--- src/design/ascii_command_frame_decoder_assert.svh ---
// Assertion macros shared by the frame decoder RTL.
`ifndef ASCII_COMMAND_FRAME_DECODER_ASSERT_SVH
`define ASCII_COMMAND_FRAME_DECODER_ASSERT_SVH

// Same-cycle implication, checked outside reset.
`define ACFD_ASSERT_IMPLY(label, clk, rst_n, ante, cons, msg) \
    label: assert property (@(posedge clk) disable iff (!rst_n) (ante) |-> (cons)) \
        else $error(msg);

// Next-cycle implication, checked outside reset.
`define ACFD_ASSERT_NEXT(label, clk, rst_n, ante, cons, msg) \
    label: assert property (@(posedge clk) disable iff (!rst_n) (ante) |=> (cons)) \
        else $error(msg);

`endif

--- src/design/acfd_pkg.sv ---
// Types and constants of the ASCII command frame decoder.
`timescale 1ns / 1ps

package acfd_pkg;

    // Configuration register indexes
    localparam int CFG_INDEX_W = 1;
    localparam logic [CFG_INDEX_W-1:0] CFG_START_SYMBOL = 1'd0;
    localparam logic [CFG_INDEX_W-1:0] CFG_END_SYMBOL   = 1'd1;

    // Reset values
    localparam logic [7:0]  START_SYMBOL_RST = 8'd35;
    localparam logic [7:0]  END_SYMBOL_RST   = 8'd59;
    localparam logic [15:0] RATE_RST         = 16'd2500;
    localparam logic [7:0]  DIVIDER_RST      = 8'd1;

    // Number of leading frame bytes that the decoder looks at
    localparam int DECODE_BYTES = 7;

    // ASCII characters
    localparam logic [7:0] CH_M     = 8'h4D;
    localparam logic [7:0] CH_C     = 8'h43;
    localparam logic [7:0] CH_T     = 8'h54;
    localparam logic [7:0] CH_P     = 8'h50;
    localparam logic [7:0] CH_S     = 8'h53;
    localparam logic [7:0] CH_R     = 8'h52;
    localparam logic [7:0] CH_H     = 8'h48;
    localparam logic [7:0] CH_Q     = 8'h51;
    localparam logic [7:0] CH_E     = 8'h45;
    localparam logic [7:0] CH_DOT   = 8'h2E;
    localparam logic [7:0] CH_COMMA = 8'h2C;
    localparam logic [7:0] CH_0     = 8'h30;
    localparam logic [7:0] CH_1     = 8'h31;
    localparam logic [7:0] CH_2     = 8'h32;
    localparam logic [7:0] CH_3     = 8'h33;

    typedef enum logic [3:0] {
        CMD_NONE,
        CMD_ADC_STOP,
        CMD_ADC_START,
        CMD_SET_RATE,
        CMD_TEST1,
        CMD_TEST2,
        CMD_TEST3,
        CMD_SINE,
        CMD_RAMP,
        CMD_HIGH,
        CMD_SQUARE,
        CMD_ECG,
        CMD_PWM_OFF
    } cmd_code_t;

    typedef enum logic {
        ST_IDLE,
        ST_FRAME
    } rx_state_t;

    typedef logic [DECODE_BYTES-1:0][7:0] decode_bytes_t;

    // Outcome of decoding one frame
    typedef struct packed {
        cmd_code_t   cmd_code;
        logic        rate_load;
        logic [15:0] rate_value;
        logic        div_load;
        logic [7:0]  div_value;
    } decode_t;

    // One result transaction
    typedef struct packed {
        logic [3:0]  cmd_code;
        logic [15:0] sample_rate;
        logic [7:0]  pwm_divider;
    } result_t;

endpackage

--- src/design/acfd_if.sv ---
// Channel interfaces of the ASCII command frame decoder.
`timescale 1ns / 1ps

interface acfd_byte_if;
    logic       valid;
    logic       ready;
    logic [7:0] rx_byte;

    modport source (output valid, output rx_byte, input ready);
    modport sink   (input valid, input rx_byte, output ready);
endinterface

interface acfd_result_if;
    logic        valid;
    logic        ready;
    logic [3:0]  cmd_code;
    logic [15:0] sample_rate;
    logic [7:0]  pwm_divider;

    modport source (output valid, output cmd_code, output sample_rate,
                    output pwm_divider, input ready);
    modport sink   (input valid, input cmd_code, input sample_rate,
                    input pwm_divider, output ready);
endinterface

interface acfd_cfg_if;
    logic                             valid;
    logic                             ready;
    logic [acfd_pkg::CFG_INDEX_W-1:0] reg_index;
    logic [7:0]                       wr_data;

    modport source (output valid, output reg_index, output wr_data, input ready);
    modport sink   (input valid, input reg_index, input wr_data, output ready);
endinterface

--- src/design/acfd_decode.sv ---
// Fixed-position decoder for one stored command frame.
`timescale 1ns / 1ps

module acfd_decode
(
    input  acfd_pkg::decode_bytes_t frame,
    output acfd_pkg::decode_t       dec
);

    logic [15:0] rd2, rd3, rd4, rd5;
    logic [15:0] rate2, rate3, rate4;
    logic [7:0]  pd5, pd6;

    // Digits are the byte minus ASCII zero, wrapping to the field width
    always_comb
    begin
        rd2 = {8'd0, frame[2]} - {8'd0, acfd_pkg::CH_0};
        rd3 = {8'd0, frame[3]} - {8'd0, acfd_pkg::CH_0};
        rd4 = {8'd0, frame[4]} - {8'd0, acfd_pkg::CH_0};
        rd5 = {8'd0, frame[5]} - {8'd0, acfd_pkg::CH_0};
        rate2 = 16'(rd2 * 16'd10) + rd3;
        rate3 = 16'(rd2 * 16'd100) + 16'(rd3 * 16'd10) + rd4;
        rate4 = 16'(rd2 * 16'd1000) + 16'(rd3 * 16'd100) + 16'(rd4 * 16'd10) + rd5;
        pd5 = frame[5] - acfd_pkg::CH_0;
        pd6 = frame[6] - acfd_pkg::CH_0;
    end

    always_comb
    begin
        dec.cmd_code   = acfd_pkg::CMD_NONE;
        dec.rate_load  = 1'b0;
        dec.rate_value = rate4;
        dec.div_load   = 1'b0;
        dec.div_value  = 8'(pd5 * 8'd10) + pd6;

        if (frame[4] == acfd_pkg::CH_DOT)
        begin
            dec.rate_value = rate2;
        end
        else if (frame[5] == acfd_pkg::CH_DOT)
        begin
            dec.rate_value = rate3;
        end

        if (frame[6] == acfd_pkg::CH_DOT)
        begin
            dec.div_value = pd5;
        end

        case (frame[0])
            acfd_pkg::CH_M:
            begin
                if (frame[1] == acfd_pkg::CH_0)
                begin
                    dec.cmd_code = acfd_pkg::CMD_ADC_STOP;
                end
                else if (frame[1] == acfd_pkg::CH_1)
                begin
                    dec.cmd_code = acfd_pkg::CMD_ADC_START;
                end
            end
            acfd_pkg::CH_C:
            begin
                if (frame[1] == acfd_pkg::CH_COMMA)
                begin
                    dec.cmd_code  = acfd_pkg::CMD_SET_RATE;
                    dec.rate_load = 1'b1;
                end
            end
            acfd_pkg::CH_T:
            begin
                case (frame[1])
                    acfd_pkg::CH_1: dec.cmd_code = acfd_pkg::CMD_TEST1;
                    acfd_pkg::CH_2: dec.cmd_code = acfd_pkg::CMD_TEST2;
                    acfd_pkg::CH_3: dec.cmd_code = acfd_pkg::CMD_TEST3;
                    default:        dec.cmd_code = acfd_pkg::CMD_NONE;
                endcase
            end
            acfd_pkg::CH_P:
            begin
                if (frame[1] == acfd_pkg::CH_1 && frame[2] == acfd_pkg::CH_COMMA
                    && frame[4] == acfd_pkg::CH_COMMA)
                begin
                    dec.div_load = 1'b1;
                    case (frame[3])
                        acfd_pkg::CH_S: dec.cmd_code = acfd_pkg::CMD_SINE;
                        acfd_pkg::CH_R: dec.cmd_code = acfd_pkg::CMD_RAMP;
                        acfd_pkg::CH_H: dec.cmd_code = acfd_pkg::CMD_HIGH;
                        acfd_pkg::CH_Q: dec.cmd_code = acfd_pkg::CMD_SQUARE;
                        acfd_pkg::CH_E: dec.cmd_code = acfd_pkg::CMD_ECG;
                        default:        dec.cmd_code = acfd_pkg::CMD_NONE;
                    endcase
                end
                else if (frame[1] == acfd_pkg::CH_0)
                begin
                    dec.cmd_code = acfd_pkg::CMD_PWM_OFF;
                end
            end
            default:
            begin
                dec.cmd_code = acfd_pkg::CMD_NONE;
            end
        endcase
    end

endmodule

--- src/design/ascii_command_frame_decoder.sv ---
// Top level of the ASCII command frame decoder.
//
//  Channel | Direction | Payload                              | Transaction
//  --------+-----------+--------------------------------------+-------------------------
//  rx      | in        | rx_byte[7:0]                         | one received byte
//  res     | out       | cmd_code[3:0] sample_rate[15:0]      | one decoded frame
//          |           | pwm_divider[7:0]                     |
//  cfg     | in        | reg_index (0 start, 1 end) wr_data   | one register write
//
// A byte is taken in the cycle it is offered while rx.ready is high: the frame state
// updates at the accepting edge, and an end symbol in a frame decodes the store into the
// output register, or the skid register behind a stalled head; one byte per cycle while ready.
// An output register and a skid register sit on the result side; rx.ready drops only
// while both hold results, and the configuration channel is always ready.
// Reset restores the default symbols, a zero store, a rate of 2500 and a divider of 1.
`timescale 1ns / 1ps

`include "ascii_command_frame_decoder_assert.svh"

module ascii_command_frame_decoder
#(
    parameter int FRAME_BYTES = 8
)
(
    input  logic                 clk,
    input  logic                 rst_n,
    acfd_byte_if.sink            rx,
    acfd_result_if.source        res,
    acfd_cfg_if.sink             cfg
);

    // The fill counter must reach FRAME_BYTES itself, which marks a full store.
    localparam int IDX_W = $clog2(FRAME_BYTES + 1);
    localparam logic [IDX_W-1:0] FULL_COUNT = IDX_W'(FRAME_BYTES);

    // Configuration registers
    logic [7:0] start_symbol_reg;
    logic [7:0] end_symbol_reg;

    // Frame reception state
    acfd_pkg::rx_state_t state_reg, state_next;
    logic [IDX_W-1:0]    fill_idx_reg, fill_idx_next;
    logic [7:0]          frame_reg  [FRAME_BYTES];
    logic [7:0]          frame_next [FRAME_BYTES];

    // Persistent settings carried in every result
    logic [15:0] rate_reg, rate_next;
    logic [7:0]  div_reg, div_next;

    // Output register and skid register
    logic              head_valid_reg, head_valid_next;
    logic              skid_valid_reg, skid_valid_next;
    acfd_pkg::result_t head_reg, head_next;
    acfd_pkg::result_t skid_reg, skid_next;

    logic                    rx_take;
    logic                    res_take;
    logic                    is_start;
    logic                    is_end;
    logic                    push;
    acfd_pkg::decode_bytes_t dec_bytes;
    acfd_pkg::decode_t       dec;
    acfd_pkg::result_t       new_result;

    assign rx.ready  = !skid_valid_reg;
    assign cfg.ready = 1'b1;
    assign rx_take   = rx.valid && rx.ready;
    assign res_take  = res.valid && res.ready;
    assign is_start  = (rx.rx_byte == start_symbol_reg);
    assign is_end    = (rx.rx_byte == end_symbol_reg);

    // A result is produced only when the end symbol arrives inside a frame.
    assign push = rx_take && (state_reg == acfd_pkg::ST_FRAME) && is_end;

    // The decoder only ever looks at the leading bytes of the store.
    always_comb
    begin
        for (int i = 0; i < acfd_pkg::DECODE_BYTES; i++)
        begin
            dec_bytes[i] = frame_reg[i];
        end
    end

    acfd_decode u_decode
    (
        .frame (dec_bytes),
        .dec   (dec)
    );

    // Result of this frame: code plus the settings as they stand after it.
    always_comb
    begin
        rate_next = dec.rate_load ? dec.rate_value : rate_reg;
        div_next  = dec.div_load  ? dec.div_value  : div_reg;
        if (!push)
        begin
            rate_next = rate_reg;
            div_next  = div_reg;
        end
        new_result.cmd_code    = dec.cmd_code;
        new_result.sample_rate = dec.rate_load ? dec.rate_value : rate_reg;
        new_result.pwm_divider = dec.div_load  ? dec.div_value  : div_reg;
    end

    // Next state of the frame receiver.
    always_comb
    begin
        state_next = state_reg;
        if (rx_take)
        begin
            case (state_reg)
                acfd_pkg::ST_IDLE:
                begin
                    if (is_start)
                    begin
                        state_next = acfd_pkg::ST_FRAME;
                    end
                end
                acfd_pkg::ST_FRAME:
                begin
                    // The end symbol closes the frame; any other byte arriving
                    // with the store already full aborts it.
                    if (is_end || fill_idx_reg == FULL_COUNT)
                    begin
                        state_next = acfd_pkg::ST_IDLE;
                    end
                end
                default:
                begin
                    state_next = acfd_pkg::ST_IDLE;
                end
            endcase
        end
    end

    // Fill counter and frame store. The store is never cleared between
    // frames, so short frames are decoded against whatever bytes remain.
    always_comb
    begin
        fill_idx_next = fill_idx_reg;
        for (int i = 0; i < FRAME_BYTES; i++)
        begin
            frame_next[i] = frame_reg[i];
        end
        if (rx_take)
        begin
            if (state_reg == acfd_pkg::ST_IDLE)
            begin
                if (is_start)
                begin
                    fill_idx_next = '0;
                end
            end
            else if (!is_end && fill_idx_reg != FULL_COUNT)
            begin
                for (int i = 0; i < FRAME_BYTES; i++)
                begin
                    if (fill_idx_reg == IDX_W'(i))
                    begin
                        frame_next[i] = rx.rx_byte;
                    end
                end
                fill_idx_next = fill_idx_reg + IDX_W'(1);
            end
        end
    end

    // Two-entry result buffer: the head drives the port, the skid catches a
    // result produced while the head is stalled.
    always_comb
    begin
        head_valid_next = head_valid_reg;
        skid_valid_next = skid_valid_reg;
        head_next       = head_reg;
        skid_next       = skid_reg;
        if (res_take)
        begin
            if (skid_valid_reg)
            begin
                head_next       = skid_reg;
                skid_valid_next = push;
                skid_next       = new_result;
            end
            else
            begin
                head_valid_next = push;
                head_next       = new_result;
            end
        end
        else if (!head_valid_reg)
        begin
            head_valid_next = push;
            head_next       = new_result;
        end
        else if (push)
        begin
            skid_valid_next = 1'b1;
            skid_next       = new_result;
        end
    end

    assign res.valid       = head_valid_reg;
    assign res.cmd_code    = head_reg.cmd_code;
    assign res.sample_rate = head_reg.sample_rate;
    assign res.pwm_divider = head_reg.pwm_divider;

    always_ff @(posedge clk or negedge rst_n)
    begin
        if (!rst_n)
        begin
            start_symbol_reg <= acfd_pkg::START_SYMBOL_RST;
            end_symbol_reg   <= acfd_pkg::END_SYMBOL_RST;
            state_reg        <= acfd_pkg::ST_IDLE;
            fill_idx_reg     <= '0;
            rate_reg         <= acfd_pkg::RATE_RST;
            div_reg          <= acfd_pkg::DIVIDER_RST;
            head_valid_reg   <= 1'b0;
            skid_valid_reg   <= 1'b0;
            for (int i = 0; i < FRAME_BYTES; i++)
            begin
                frame_reg[i] <= 8'd0;
            end
        end
        else
        begin
            if (cfg.valid && cfg.ready)
            begin
                case (cfg.reg_index)
                    acfd_pkg::CFG_START_SYMBOL: start_symbol_reg <= cfg.wr_data;
                    acfd_pkg::CFG_END_SYMBOL:   end_symbol_reg   <= cfg.wr_data;
                    default:                    start_symbol_reg <= start_symbol_reg;
                endcase
            end
            state_reg      <= state_next;
            fill_idx_reg   <= fill_idx_next;
            rate_reg       <= rate_next;
            div_reg        <= div_next;
            head_valid_reg <= head_valid_next;
            skid_valid_reg <= skid_valid_next;
            for (int i = 0; i < FRAME_BYTES; i++)
            begin
                frame_reg[i] <= frame_next[i];
            end
        end
    end

    // Result payload registers need no reset.
    always_ff @(posedge clk)
    begin
        head_reg <= head_next;
        skid_reg <= skid_next;
    end

    // The skid register is only ever filled behind a valid head.
    `ACFD_ASSERT_IMPLY(a_skid_behind_head, clk, rst_n, skid_valid_reg, head_valid_reg, "skid valid without head")
    // The fill counter never runs past a full store.
    `ACFD_ASSERT_IMPLY(a_fill_bound, clk, rst_n, 1'b1, fill_idx_reg <= FULL_COUNT, "fill index beyond store")
    // Closing a frame always returns the receiver to idle and leaves a result.
    `ACFD_ASSERT_NEXT(a_close_frame, clk, rst_n, push, state_reg == acfd_pkg::ST_IDLE && head_valid_reg, "frame not closed")
    // Outside a frame nothing is stored.
    `ACFD_ASSERT_NEXT(a_idle_no_fill, clk, rst_n, state_reg == acfd_pkg::ST_IDLE && !(rx_take && is_start), fill_idx_reg == $past(fill_idx_reg), "fill moved while idle")

endmodule
--- src/flat_wrapper.sv ---
// flat-port wrapper written by rule: the top's interface ports become plain ports
module ascii_command_frame_decoder_flat 
#(
    parameter int FRAME_BYTES = 8
)
  (clk, rst_n, rx_valid, rx_rx_byte, rx_ready, res_valid, res_cmd_code, res_sample_rate, res_pwm_divider, res_ready, cfg_valid, cfg_reg_index, cfg_wr_data, cfg_ready);
  acfd_byte_if rx_i ();
  acfd_result_if res_i ();
  acfd_cfg_if cfg_i ();
  input  logic clk;
  input  logic rst_n;
  input wire logic [$bits(rx_i.valid)-1:0] rx_valid;
  input wire logic [$bits(rx_i.rx_byte)-1:0] rx_rx_byte;
  output wire logic [$bits(rx_i.ready)-1:0] rx_ready;
  output wire logic [$bits(res_i.valid)-1:0] res_valid;
  output wire logic [$bits(res_i.cmd_code)-1:0] res_cmd_code;
  output wire logic [$bits(res_i.sample_rate)-1:0] res_sample_rate;
  output wire logic [$bits(res_i.pwm_divider)-1:0] res_pwm_divider;
  input wire logic [$bits(res_i.ready)-1:0] res_ready;
  input wire logic [$bits(cfg_i.valid)-1:0] cfg_valid;
  input wire logic [$bits(cfg_i.reg_index)-1:0] cfg_reg_index;
  input wire logic [$bits(cfg_i.wr_data)-1:0] cfg_wr_data;
  output wire logic [$bits(cfg_i.ready)-1:0] cfg_ready;
  assign rx_i.valid = rx_valid;
  assign rx_i.rx_byte = rx_rx_byte;
  assign rx_ready = rx_i.ready;
  assign res_valid = res_i.valid;
  assign res_cmd_code = res_i.cmd_code;
  assign res_sample_rate = res_i.sample_rate;
  assign res_pwm_divider = res_i.pwm_divider;
  assign res_i.ready = res_ready;
  assign cfg_i.valid = cfg_valid;
  assign cfg_i.reg_index = cfg_reg_index;
  assign cfg_i.wr_data = cfg_wr_data;
  assign cfg_ready = cfg_i.ready;
  ascii_command_frame_decoder #(.FRAME_BYTES(FRAME_BYTES)) u_core (.clk(clk), .rst_n(rst_n), .rx(rx_i), .res(res_i), .cfg(cfg_i));
endmodule
--- config.mk ---
export PLATFORM = sky130hd
export DESIGN_NAME = ascii_command_frame_decoder_flat
export DESIGN_NICKNAME = d
export VERILOG_FILES = /design/src/design/acfd_pkg.sv /design/src/design/acfd_if.sv /design/src/design/acfd_decode.sv /design/src/design/ascii_command_frame_decoder.sv /design/src/flat_wrapper.sv
export VERILOG_INCLUDE_DIRS = /design/src /design/src/design
export SDC_FILE = /design/constraint.sdc
export NUM_CORES = 1
export LEC_CHECK = 0
export BUFFER_PORTS_ARGS = -buffer_cell sky130_fd_sc_hd__buf_2
export CORE_MARGIN = 5
export CORE_UTILIZATION = 55
export CTS_BUF_LIST = sky130_fd_sc_hd__clkbuf_8
export CTS_CLUSTER_DIAMETER = 80
export DETAILED_ROUTE_END_ITERATION = 10
export GPL_ROUTABILITY_DRIVEN = 0
export PLACE_DENSITY_LB_ADDON = 0.12
export SYNTH_ARGS = -nofsm -noshare
export SYNTH_HDL_FRONTEND = slang
export SYNTH_SLANG_ARGS = --single-unit
--- constraint.sdc ---
create_clock -name clk -period 22.4 [get_ports clk]
set_clock_uncertainty 0.2 [all_clocks]
set_input_delay 6.72 -clock clk [delete_from_list [all_inputs] [get_ports clk]]
set_output_delay 6.72 -clock clk [all_outputs]
set_load 0.02 [all_outputs]
==> results.toml <==
[setup_path]
rr_worst_depth = 30
path_class = "in2reg"
cp.arrival_ns = 8.71
setup.worst_path.start_class = "input port"
end_kind = "flip-flop"
crit_required_ns = 22.34
crit_fanout = 22

[synthesis]
syn_area_um2 = 14670
yosysTopAreaCellShare = 0.1646
ys_seq_area_frac = 0.2916
synth_top_area_cell = "ha_1"
async_flop_share = 0.6478
synth.most_common_cell = "inv_1"
synth_cells = 1453
synth.top_cells.by_count = "inv_1, ha_1, nand2_1, dfrtp_1, xnor2_1"
syn_avg_cell_area_um2 = 10.09
synthTopCellsByArea = "ha_1, dfrtp_1, edfxtp_1, fa_1, mux2_2"
ys.flop_type = "dfrtp_1"
ys_ff_latch = 159
synth_warnings = 0
synth_fp_nets = 1752
ys_types = 70
synth_edf_count = 56

[drt]
wirelength_mm = 31.90
drtPass1Iterations = 5
ant_nets = 0
drtIter0Drc = 593
drc_errors = 0
vias = 10130
vias_per_cell = 5.483
wl_per_cell_um = 17.27

[clock_network]
clk_latency_ns = 0.46
cts_buffers = 17
clockBufferDepth = 2
cts_max_level = 4
clock-root-buffer = "clkbuf_8"
ctsHoldBuffers = 0
cts.sinks = 159
tritoncts = "built"
cts-resized-gates = 0
path_clk_slew_ns = 0.09
postCtsSetupBuffers = 0

[sta]
tightest_slew_ns = 1.125
period_share = 0.3915
fmax_mhz = 114.0
timing.final.crit_period_ns = 8.769
setup_viol = 0
rsz0062_at_grt = "false"
relSlewSlack = 0.2471
hold_viol = 0
drv_slew = 0
finalSetupTns_ns = 0

[run]
drv_cap = 0

[finish]
finalInstanceArea_um2 = 15660
utilization = 0.5993
num_antenna_cells = 0
largest_reg_flops = 56
multi_input_area_um2 = 9512
drive_gt1_frac = 0.1343
fin_nets = 1798
fill_cells = 2280
seqCellArea_um2 = 4277
synthToLayoutAreaGrowth_pct = 6.781

[run_status]
status = "finished clean"

[placement]
hpwlAfterDp_mm = 26.00
io_buffers = 51
place_area_um2 = 15280

[global_route]
track_usage = 0.2186
grt_pass1_wl_mm = 53.67
grt_pass1_vias = 10570
antenna_found_initial = 0
overflow = 0
grt_max_degree = 66

[floorplan]
io_pins = 53
coreArea_um2 = 26130
die_w_um = 173.3
die_area_um2 = 30030
rows = 59
initial_utilization = 0.5613
die_h_um = 173.3

[worst_hold_path]
hold_depth = 2
hp-class = "reg2reg"
cells in the final DEF (no fill, tap or decap), types with 51 or more instances in the layout:
cell type / netlist / final
xnor2_1: 85 / 85
ha_1: 193 / 193
dfrtp_1: 89 / 89
fa_1: 84 / 84
a21oi_1: 58 / 58
nor2_1: 84 / 84
mux2_2: 81 / 81
nand2_1: 117 / 117
inv_1: 197 / 198
xor2_1: 51 / 51
edfxtp_1: 56 / 56
final timing paths:
path	from	slack [ns]	endpoint
min in group asynchronous	rst_n	6.01	u_core.start_symbol_reg[4]
max	rx_rx_byte[3]	13.63	u_core.skid_reg[27]
min	u_core.rate_reg[11]	0.28	u_core.rate_reg[11]
max reg2reg	u_core.dec_bytes[21]	13.97	u_core.res.sample_rate[15]
min reg2reg	u_core.rate_reg[11]	0.28	u_core.rate_reg[11]
max in group asynchronous	rst_n	14.80	u_core.rate_reg[4]
layout make-up:
class | instances | share of cell area
flip-flops and latches | 159 | 0.2730
repair buffers | 59 | 0.02029
clock buffers | 18 | 0.01582
inverters | 201 | 0.04833
well taps | 335 | 0.02676
multi-input cells | 1061 | 0.6073
clock inverters | 14 | 0.008468
cells by family after synthesis:
group                    synth area share
other                           0.0002557
flip-flops                         0.2916
AND/OR/NAND/NOR                   0.09537
XOR/XNOR                          0.08803
buffers and inverters             0.06022
AO/OA/AOI/OAI                     0.09929
adder cells (fa/ha/maj)            0.2793
multiplexers                      0.08598
metal layers:
layer	global-route usage	vias up	share of wire
li1	-	5012	-
met1	0.3151	4908	0.49
met2	0.3478	175	0.45
met3	0.03860	32	0.042
met4	0.04855	0	0.016
met5	0	-	0
stage by stage:
step,hold WS (ns),worst slack [ns],instances
after detailed placement,0.2626,13.16,1815
after CTS,0.2760,13.64,1847
after global routing,0.3163,13.46,1847
after floorplan,0.2457,11.78,1453
final,0.2759,13.63,1847
after global placement,0.2526,13.19,1815
critical path, cell delays in order:
cell and delay, ns:
buf_2 0.22, xnor2_1 0.15, nand4_1 0.14, nor2_1 0.22, and3_1 0.20, buf_4 0.27
inv_1 0.10, o21ai_2 0.31, buf_4 0.36
Power is left out: the tool's default activity adds up to more than one toggle a clock period on the data nets, which glitch-free logic cannot reach.
